[src/hdl/drfc_pkg.sv]
// Shared types and constants for the DHCP request frame classifier.
`timescale 1ns / 1ps

package drfc_pkg;

	// Byte counter width default
	localparam int DRFC_INDEX_BITS = 7;

	// Configuration port
	localparam int DRFC_CFG_INDEX_BITS = 1;
	localparam int DRFC_CFG_DATA_BITS  = 1;
	localparam logic [DRFC_CFG_INDEX_BITS-1:0] DRFC_REG_CLIENT_MODE      = 1'b0;
	localparam logic [DRFC_CFG_INDEX_BITS-1:0] DRFC_REG_GATEWAY_SELECTED = 1'b1;

	// Frame layout
	localparam int DRFC_POS_TYPE_HI     = 12;
	localparam int DRFC_POS_TYPE_LO     = 13;
	localparam int DRFC_POS_INNER_HI    = 16;
	localparam int DRFC_POS_INNER_LO    = 17;
	localparam int DRFC_IP_START_PLAIN  = 14;
	localparam int DRFC_IP_START_TAGGED = 18;
	localparam int DRFC_IP_PROTO_OFS    = 9;
	localparam int DRFC_UDP_DPORT_OFS   = 2;
	localparam int DRFC_IP_MIN_HDR      = 20;
	localparam int DRFC_UDP_HDR         = 8;

	// Field values
	localparam logic [15:0] DRFC_ETHTYPE_VLAN = 16'h8100;
	localparam logic [15:0] DRFC_ETHTYPE_IPV4 = 16'h0800;
	localparam logic [7:0]  DRFC_PROTO_UDP    = 8'd17;
	localparam logic [15:0] DRFC_BOOTP_PORT   = 16'd67;

	// Header fields captured from one frame
	typedef struct packed {
		logic        vlan_tagged;
		logic [15:0] inner_ethertype;
		logic [5:0]  ip_header_bytes;
		logic [7:0]  ip_protocol;
		logic [15:0] udp_dest_port;
	} drfc_frame_t;

endpackage

[src/hdl/dhcp_request_frame_classifier.sv]
// Top level of the DHCP request frame classifier.
//
// Usage: frame bytes arrive on the input channel (in_valid / in_stall) in
// wire order, end_of_frame marking the last byte of each frame. One request
// comes out on the output channel (out_valid / out_stall) per frame, on its
// last byte: is_target is 1 for an IPv4 UDP frame to port 67 (one optional
// 802.1Q tag skipped, length checked) while client_mode and gateway_selected
// are both set. Non-final bytes produce no output request.
// Timing: a byte is captured in an input register, then header capture and
// the verdict are combinational into the output register; a last byte
// passes the input, then the output register. One byte is taken per
// cycle while in_stall is low, limited only by the single output register.
// Stalls: while the output register holds an untaken verdict and out_stall
// is high, a last byte waiting in the input register cannot finish, and
// in_stall goes high; other bytes keep flowing.
// Reset: arst_n clears the configuration bits, the frame state, and both
// valid flags. Configuration is written via cfg_we / cfg_index / cfg_data;
// the user must write it only when the block is idle; nothing enforces it.
`timescale 1ns / 1ps

module dhcp_request_frame_classifier #(
	parameter int INDEX_BITS = drfc_pkg::DRFC_INDEX_BITS
) (
	input  logic                                     clk,
	input  logic                                     arst_n,
	input  logic                                     cfg_we,
	input  logic [drfc_pkg::DRFC_CFG_INDEX_BITS-1:0] cfg_index,
	input  logic [drfc_pkg::DRFC_CFG_DATA_BITS-1:0]  cfg_data,
	input  logic                                     in_valid,
	output logic                                     in_stall,
	input  logic [7:0]                               frame_byte,
	input  logic                                     end_of_frame,
	output logic                                     out_valid,
	input  logic                                     out_stall,
	output logic                                     is_target
);

	logic                  client_mode_q;
	logic                  gateway_selected_q;
	logic                  valid_s1;
	logic [7:0]            byte_s1;
	logic                  eof_s1;
	logic                  go;
	logic                  verdict;
	logic                  out_valid_q;
	logic                  is_target_q;
	drfc_pkg::drfc_frame_t frame_nxt;
	logic [INDEX_BITS:0]   byte_count;

	// Configuration registers
	always_ff @(posedge clk or negedge arst_n) begin
		if (!arst_n) begin
			client_mode_q      <= 1'b0;
			gateway_selected_q <= 1'b0;
		end else if (cfg_we) begin
			unique case (cfg_index)
				drfc_pkg::DRFC_REG_CLIENT_MODE:      client_mode_q      <= cfg_data[0];
				drfc_pkg::DRFC_REG_GATEWAY_SELECTED: gateway_selected_q <= cfg_data[0];
				default: ;
			endcase
		end
	end

	// Stage 1 finishes unless it is a last byte blocked by a held verdict
	assign go       = valid_s1 && (!eof_s1 || !out_valid_q || !out_stall);
	assign in_stall = valid_s1 && !go;

	// Input register
	always_ff @(posedge clk or negedge arst_n) begin
		if (!arst_n) begin
			valid_s1 <= 1'b0;
		end else if (!in_stall) begin
			valid_s1 <= in_valid;
		end
	end

	always_ff @(posedge clk) begin
		if (in_valid && !in_stall) begin
			byte_s1 <= frame_byte;
			eof_s1  <= end_of_frame;
		end
	end

	drfc_fields #(
		.INDEX_BITS(INDEX_BITS)
	) u_fields (
		.clk         (clk),
		.arst_n      (arst_n),
		.step        (go),
		.frame_byte  (byte_s1),
		.end_of_frame(eof_s1),
		.frame_nxt   (frame_nxt),
		.byte_count  (byte_count)
	);

	drfc_verdict #(
		.INDEX_BITS(INDEX_BITS)
	) u_verdict (
		.frame           (frame_nxt),
		.byte_count      (byte_count),
		.client_mode     (client_mode_q),
		.gateway_selected(gateway_selected_q),
		.is_target       (verdict)
	);

	// Output register
	always_ff @(posedge clk or negedge arst_n) begin
		if (!arst_n) begin
			out_valid_q <= 1'b0;
		end else if (go && eof_s1) begin
			out_valid_q <= 1'b1;
		end else if (!out_stall) begin
			out_valid_q <= 1'b0;
		end
	end

	always_ff @(posedge clk) begin
		if (go && eof_s1) begin
			is_target_q <= verdict;
		end
	end

	assign out_valid = out_valid_q;
	assign is_target = is_target_q;

	// A new verdict appears only after a last byte was processed
	a_rise_after_eof: assert property (@(posedge clk) disable iff (!arst_n)
		$rose(out_valid_q) |-> $past(go && eof_s1))
		else $error("output request without a processed last byte");

	// Frame position restarts after a last byte
	a_count_restart: assert property (@(posedge clk) disable iff (!arst_n)
		(go && eof_s1) |=> (byte_count == (INDEX_BITS + 1)'(1)))
		else $error("byte position not cleared after frame end");

	// A blocked byte in stage 1 is held
	a_s1_hold: assert property (@(posedge clk) disable iff (!arst_n)
		(valid_s1 && !go) |=> (valid_s1 && $stable(byte_s1) && $stable(eof_s1)))
		else $error("stage 1 request lost while blocked");

endmodule

[src/hdl/drfc_fields.sv]
// Byte position counter and header field capture for one frame.
`timescale 1ns / 1ps

module drfc_fields #(
	parameter int INDEX_BITS = drfc_pkg::DRFC_INDEX_BITS
) (
	input  logic                      clk,
	input  logic                      arst_n,
	input  logic                      step,
	input  logic [7:0]                frame_byte,
	input  logic                      end_of_frame,
	output drfc_pkg::drfc_frame_t     frame_nxt,
	output logic [INDEX_BITS:0]       byte_count
);

	localparam int IW = INDEX_BITS;

	logic [IW-1:0]         byte_index_q;
	logic [7:0]            outer_hi_q;
	drfc_pkg::drfc_frame_t frame_q;
	logic [7:0]            outer_hi_nxt;
	logic [IW-1:0]         ip_start;
	logic [IW-1:0]         udp_start;
	logic [IW-1:0]         index_nxt;

	// Field capture at fixed and header-relative positions
	always_comb begin
		frame_nxt    = frame_q;
		outer_hi_nxt = outer_hi_q;
		ip_start     = frame_q.vlan_tagged ? IW'(drfc_pkg::DRFC_IP_START_TAGGED)
		                                   : IW'(drfc_pkg::DRFC_IP_START_PLAIN);
		udp_start    = ip_start + IW'(frame_q.ip_header_bytes);

		priority if (byte_index_q == IW'(drfc_pkg::DRFC_POS_TYPE_HI)) begin
			outer_hi_nxt = frame_byte;
		end else if (byte_index_q == IW'(drfc_pkg::DRFC_POS_TYPE_LO)) begin
			frame_nxt.vlan_tagged = ({outer_hi_q, frame_byte} == drfc_pkg::DRFC_ETHTYPE_VLAN);
			if ({outer_hi_q, frame_byte} != drfc_pkg::DRFC_ETHTYPE_VLAN) begin
				frame_nxt.inner_ethertype = {outer_hi_q, frame_byte};
			end
		end else if (frame_q.vlan_tagged
		             && byte_index_q == IW'(drfc_pkg::DRFC_POS_INNER_HI)) begin
			frame_nxt.inner_ethertype[15:8] = frame_byte;
		end else if (frame_q.vlan_tagged
		             && byte_index_q == IW'(drfc_pkg::DRFC_POS_INNER_LO)) begin
			frame_nxt.inner_ethertype[7:0] = frame_byte;
		end else begin
			frame_nxt.inner_ethertype = frame_q.inner_ethertype;
		end

		if (byte_index_q >= IW'(drfc_pkg::DRFC_IP_START_PLAIN)) begin
			if (byte_index_q == ip_start) begin
				frame_nxt.ip_header_bytes = {frame_byte[3:0], 2'b00};
			end
			if (byte_index_q == ip_start + IW'(drfc_pkg::DRFC_IP_PROTO_OFS)) begin
				frame_nxt.ip_protocol = frame_byte;
			end
			// UDP header is never read at the first IP byte
			if (byte_index_q > ip_start
			    && byte_index_q == udp_start + IW'(drfc_pkg::DRFC_UDP_DPORT_OFS)) begin
				frame_nxt.udp_dest_port[15:8] = frame_byte;
			end
			if (byte_index_q > ip_start
			    && byte_index_q == udp_start + IW'(drfc_pkg::DRFC_UDP_DPORT_OFS + 1)) begin
				frame_nxt.udp_dest_port[7:0] = frame_byte;
			end
		end
	end

	// Saturating position counter
	assign index_nxt  = (byte_index_q != {IW{1'b1}}) ? byte_index_q + IW'(1) : byte_index_q;
	assign byte_count = {1'b0, byte_index_q} + (IW + 1)'(1);

	// Frame state; cleared after the last byte
	always_ff @(posedge clk or negedge arst_n) begin
		if (!arst_n) begin
			byte_index_q <= '0;
			outer_hi_q   <= '0;
			frame_q      <= '0;
		end else if (step) begin
			if (end_of_frame) begin
				byte_index_q <= '0;
				outer_hi_q   <= '0;
				frame_q      <= '0;
			end else begin
				byte_index_q <= index_nxt;
				outer_hi_q   <= outer_hi_nxt;
				frame_q      <= frame_nxt;
			end
		end
	end

endmodule

[src/hdl/drfc_verdict.sv]
// Frame verdict: IPv4 UDP to the BOOTP server port, length and mode checks.
`timescale 1ns / 1ps

module drfc_verdict #(
	parameter int INDEX_BITS = drfc_pkg::DRFC_INDEX_BITS
) (
	input  drfc_pkg::drfc_frame_t frame,
	input  logic [INDEX_BITS:0]   byte_count,
	input  logic                  client_mode,
	input  logic                  gateway_selected,
	output logic                  is_target
);

	localparam int CW = INDEX_BITS + 1;

	logic [CW-1:0] ip_start;
	logic [CW-1:0] ip_need;
	logic [CW-1:0] udp_need;

	// Minimum lengths for the IP and UDP headers
	assign ip_start = frame.vlan_tagged ? CW'(drfc_pkg::DRFC_IP_START_TAGGED)
	                                    : CW'(drfc_pkg::DRFC_IP_START_PLAIN);
	assign ip_need  = ip_start + CW'(drfc_pkg::DRFC_IP_MIN_HDR);
	assign udp_need = ip_start + CW'(frame.ip_header_bytes) + CW'(drfc_pkg::DRFC_UDP_HDR);

	assign is_target = client_mode && gateway_selected
	                   && byte_count >= CW'(drfc_pkg::DRFC_IP_START_PLAIN)
	                   && frame.inner_ethertype == drfc_pkg::DRFC_ETHTYPE_IPV4
	                   && byte_count >= ip_need
	                   && frame.ip_protocol == drfc_pkg::DRFC_PROTO_UDP
	                   && byte_count >= udp_need
	                   && frame.udp_dest_port == drfc_pkg::DRFC_BOOTP_PORT;

endmodule

[config.mk]
export PLATFORM = sky130hd
export DESIGN_NAME = dhcp_request_frame_classifier
export DESIGN_NICKNAME = d
export VERILOG_FILES = /design/src/hdl/drfc_pkg.sv /design/src/hdl/dhcp_request_frame_classifier.sv /design/src/hdl/drfc_fields.sv /design/src/hdl/drfc_verdict.sv
export SDC_FILE = /design/constraint.sdc
export NUM_CORES = 1
export LEC_CHECK = 0
export BUFFER_PORTS_ARGS = -buffer_cell sky130_fd_sc_hd__buf_2
export CORE_MARGIN = 5
export CORE_UTILIZATION = 30
export DETAILED_ROUTE_END_ITERATION = 8
export PLACE_DENSITY = 0.53
export SLEW_MARGIN = 20
export SYNTH_ARGS = -nofsm -noshare
export SYNTH_HDL_FRONTEND = slang
export SYNTH_HIERARCHICAL = 1
export SYNTH_SLANG_ARGS = --single-unit
[constraint.sdc]
create_clock -name clk -period 3.9 [get_ports clk]
set_input_delay 0.39 -clock clk [delete_from_list [all_inputs] [get_ports clk]]
set_output_delay 0.39 -clock clk [all_outputs]
set_load 0.02 [all_outputs]
# After elaboration in Yosys (flattened, before gate mapping)
# Index checks and enable logic that the tools add are counted.
[word_totals]
word_cells = 93
register_bits = 76
in_bits = 16
out_inout_bits = 3
[op_classes]
magnitude_cmp = 5
mux = 21
bitwise = 1
eq_ne = 15
n_reduce_logical = 28
addsub = 9
[op_table]
columns = ["op", "count"]
rows = [
  ["$mux 8", 8],
  ["$mux 47", 1],
  ["$mux 16", 2],
  ["$mux 30", 1],
  ["$eq 7x7->1", 4],
  ["$mux 17", 1],
  ["$eq 16x12->1 const B", 1],
  ["$eq 16x16->1 const B", 1],
  ["$eq 16x7->1 const B", 1],
  ["$ge 8x8->1", 2],
  ["$ne 16x16->1 const B", 1],
  ["$logic_and 1x1->1", 15],
  ["$add 7x2->7 const B", 2],
  ["$eq 7x4->1 const B", 2],
  ["$eq 7x5->1 const B", 2],
  ["$mux 7", 2],
  ["$mux 5", 2],
  ["$add 7x1->8 const B", 1],
  ["$add 8x4->8 const B", 1],
  ["$add 8x5->8 const B", 1],
  ["$add 8x6->8", 1],
  ["$eq 8x5->1 const B", 1],
  ["$ge 8x4->1 const B", 1],
  ["$reduce_and 2->1", 4],
  ["other kinds (13)", 21],
]

# Longest topological paths before layout
[depth]
word_depth = 13
depth_mapped = 19
depth_no_buf = 17

# Hierarchy
# Netlist, hierarchy kept.
[by_module_without_submodules]
columns = ["module", "cells_per_inst", "area_per_inst_um2", "seq_area_each_um2", "n_inst"]
rows = [
  ["drfc_fields", 415, 4113.9, 1551.5, 1],
  ["dhcp_request_frame_classifier", 28, 491.7, 400.4, 1],
  ["drfc_verdict", 58, 483.0, 0.0, 1],
]

# Least setup slack after synthesis
# No wires, ideal clock.
[synth_path]
path_type = "register -> register"
startpoint = "register u_fields/frame_q[25] in the netlist's numbering"
endpoint = "register is_target_q, in the netlist is_target (data pin)"
path_stages_with_launch = 14
n_path_buf = 1
required_time_ps = 3710
synth_period_minus_slack_ps = 4052
path_slack_ps = -152
arrival_ps = 3862
setup_ps = 190
path_cell_list = "dfrtp_1 inv_1 fa_1 xor2_1 nor3_1 inv_1 or4b_4 a2111oi_4 buf_6 mux2_2 nor4_1 nand2_1 or3_1 a2111oi_2"
[synth_rtl]
columns = ["element", "line", "rtl"]
rows = [
  ["start, declared", "drfc_fields.sv:20", "drfc_pkg::drfc_frame_t frame_q;"],
  ["start signal, assigned", "drfc_fields.sv:88", "frame_q <= frame_nxt;"],
  ["end signal, assigned", "dhcp_request_frame_classifier.sv:119", "is_target_q <= verdict;"],
  ["end, declared", "dhcp_request_frame_classifier.sv:46", "logic is_target_q;"],
]

==> key figures <==
Clocking
  • CTS buffer count: 9
  • Clk root buf: clkbuf_16
  • Htree depth: 3
  • Clock slew at reported path FFs: 60 ps
  • Total clock sinks: 76
  • Max clock buf depth: 2
  • CTS tree: yes
  • # hold bufs at CTS: 0
  • Skew-Pair Late Insertion Delay: 340 ps

Final layout
  • Post-layout util: 0.3826
  • Non-Filler Instances: 802
  • Finished Cell Area: 0.006367 mm2
  • Most common cell after layout, fill and taps aside: buf_4
  • Reg area: 0.001953 mm2
  • Fraction of layout cells with a size suffix above 1: 0.3265
  • Filler Cell Count: 1634
  • Commonest non-fill, non-tap cells in the layout: 77 x buf_4, 65 x dfrtp_1, 34 x mux2_2
  • Ant diodes: 0
  • Area growth, synth to finish: 25.13%
  • Fin nets: 623
  • Footprint of the multi-input gates: 0.003084 mm2

STA
  • Worst-margin pin slew: 782.1 ps
  • Fin crit period: 3963 ps
  • TNS Setup: -63.02 ps
  • Slew margin rel.: 0.4786
  • Final setup violation count: 1
  • RSZ-0062 raised after global routing: yes
  • Final worst slack: -63.02 ps
  • Max Clock Skew: 4.506 ps
  • Max Slew Vio Count: 0
  • Fin. Hold Viols: 0
  • Final worst path period share: 1.016
  • WHS: 131.0 ps
  • Fmax: 0.2523 GHz

Floorplan
  • Die width: 140.2 um
  • Rows: 47
  • I/O pins: 19
  • Die Y: 140.2 um
  • Core Box Area: 0.01664 mm2
  • Die Area: 0.01967 mm2
  • Starting Density: 0.3058

Critical path
  • Critical path type: reg -> reg
  • R2R cell count: 15
  • Crit path top cell by count: buf_4
  • Reg-to-Reg Start: u_fields/frame_q[46]$_DFFE_PN0P_
  • Crit path largest cell delay: 430 ps
  • Flop-to-flop setup slack: -60 ps
  • Slowest cell on crit path: a2111oi_4
  • Worst Path Required: 4060 ps
  • CP top delay family: compound AO/OA/AOI/OAI gates
  • CP max FO: 3
  • CP Capture Type: register
  • Worst path bufs/invs: 5
  • Worst R2R End: is_target$_DFFE_PP_
  • Critical-path cell list: buf_4 -> fa_2 -> nand2b_4 -> a21oi_4 -> buf_4 -> xnor3_2 -> xor2_2 -> a2111oi_4 -> buf_2 -> buf_4 -> buf_4 -> mux2_4 -> nor4b_4 -> nand3_2 -> a2111oi_4
  • CP Data Arrival Time: 4120 ps
  • Startpoint Class: register

Power and ir drop
  • Post-route total power: 1.953 mW
  • Net Switching: 0.5320 mW
  • Sequential power share: 0.447
  • Power Internal: 1.421 mW
  • Lkg Pwr: 2.894 nW
  • Clock power share: 0.399
  • Sw Ratio: 0.2723
  • Combinational Power Share: 0.154
  • Power Density: 306.8 mW/mm2
  • Maximum VDD drop: 0.2599 mV

Yosys
  • Mapped Cells: 501
  • Seq/Total Area, Yosys: 0.3836
  • Yosys top cell area share: 0.3246
  • Area contributors post-synth: dfrtp_1 32%, mux2_2 8.0%, ha_1 6.9%
  • Syn nets: 547
  • EDFF count, synth: 10
  • Leading area contributor after synthesis: dfrtp_1
  • Seq cells post-synth: 76
  • Mapped cell area: 0.005089 mm2
  • Synth warnings: 6
  • Syn avg cell area: 10.16 um2
  • Yosys cell types: 68
  • Async SR Flop Fraction: 0.8684
  • Synth Flop Type: dfrtp_1

GRT
  • Total track usage: 0.1458
  • First-pass GRT wire length: 23000 um
  • Gr ovfl total: 0
  • Vias in the first global route: 4387
  • Initial antenna violation count: 0
  • Largest net degree at the start of global routing: 40

Drt
  • Post-route ant nets: 0
  • Total Wirelength: 14110 um
  • TritonRoute pass-1 iters: 5
  • DRC: 0
  • DR vias: 4258
  • Initial DRC count: 194
  • Wire per inst: 17.59 um
  • Drt via density: 5.309

Place
  • Placer Congestion: 0.8960
  • Post-DP Area: 0.005886 mm2
  • PortBufs: 18
  • Detailed placer's ending HPWL: 10040 um
  • Worst slack, placed: -155.7 ps
  • Cell count after placement: 779

Run status
  • Outcome: finished, violations left
  • Failing checks: setup timing

Worst hold path
  • Hold Crit Class: in -> async

Run
  • Maxcap violations: 0
[synth_stat cells, types with 3 or more instances]
cell and n:
nor3_1 9, nand4_1 6, nand2_1 21, edfxtp_1 10, nand3_1 11, inv_1 26
xnor2_1 15, o21ai_0 14, a22oi_1 17, buf_1 5, a21oi_1 20, and2_1 3
o211ai_1 3, o21a_1 3, o2bb2ai_1 20, o22ai_1 10, a22o_1 21, or3_1 3
mux2_2 36, buf_2 5, ha_1 28, a21o_1 4, dfrtp_1 66, nand2b_1 14
xor2_1 6, nor2b_1 5, nor4_1 9, nor4b_1 5, a211oi_1 5, nor2_1 24
a211o_1 8, clkbuf_1 21, and3_1 4
[power groups by stage]
stage	registers (mW)	logic, mW	clock network [mW]
3_3_place_gp	0.886	0.286	0
6_report	0.874	0.300	0.779
4_1_cts	0.873	0.302	0.801
5_1_grt	0.879	0.332	0.836
3_5_place_dp	0.888	0.294	0
2_1_floorplan	0.879	0.185	0
[what timing repair did]
item,CTS,global route
resized for setup,16,12
endpoints found under the setup margin,1,1
setup buffers,4,2
pin swaps,10,11
gates cloned,1,0
[layer usage]
metal | wire (um) | share of wire | track usage
met1 | 6527 | 0.46 | 0.1925
met2 | 6837 | 0.48 | 0.2387
met3 | 470 | 0.033 | 0.02761
met4 | 269 | 0.019 | 0.05201
met5 | 0 | 0 | 0
[registers in the layout (all words and copies together) (netlist names)]
register,flops
gateway_selected_q,1
is_target,1
u_fields/outer_hi_q,8
byte_s1,8
u_fields/byte_index_q,7
client_mode_q,1
eof_s1,1
valid_s1,1
u_fields/frame_q,47
out_valid,1
[cell families (layout without fill, tap and decap cells)]
kind of cell	count (synthesis)	after routing	synth area share
buffers and inverters	58	139	0.04549
xor gates and xnor gates	22	22	0.04057
muxes	40	40	0.08950
and+or+nand+nor	130	130	0.1463
adders and majority gates	30	30	0.07672
AOI/OAI and AO/OA	145	145	0.2179
DFF	76	76	0.3836
[final cells by class]
type,count,area share
Inverter,26,0.01533
Clock inverter,4,0.004127
Sequential cell,76,0.3067
Multi-Input combinational cell,367,0.4844
Timing Repair Buffer,97,0.1075
Tap cell,220,0.04323
Clock buffer,12,0.03871
[worst reg2reg max path: cells and delay by family, from the launching register on]
| kind | cells | cell delay [ps] |
|---|---|---|
| xor+xnor | 2 | 450 |
| buf+inv | 5 | 750 |
| flops | 1 | 400 |
| compound gates | 3 | 920 |
| mux | 1 | 320 |
| fa+ha+maj | 1 | 360 |
| simple gates | 3 | 580 |
[worst max-delay path by stage]
stage	cells past startpoint	end	slack, ps	from
after floorplan	18	is_target$_DFFE_PP_	0.2	u_fields/frame_q[46]$_DFFE_PN0P_
after global placement	13	is_target$_DFFE_PP_	-50	u_fields/frame_q[46]$_DFFE_PN0P_
after detailed placement	13	is_target$_DFFE_PP_	-160	u_fields/frame_q[46]$_DFFE_PN0P_
after CTS	17	is_target$_DFFE_PP_	-120	u_fields/frame_q[46]$_DFFE_PN0P_
after global routing	17	is_target$_DFFE_PP_	-230	u_fields/frame_q[46]$_DFFE_PN0P_
final	15	is_target$_DFFE_PP_	-60	u_fields/frame_q[46]$_DFFE_PN0P_
Note: power is estimated with default switching activity, not from simulation.
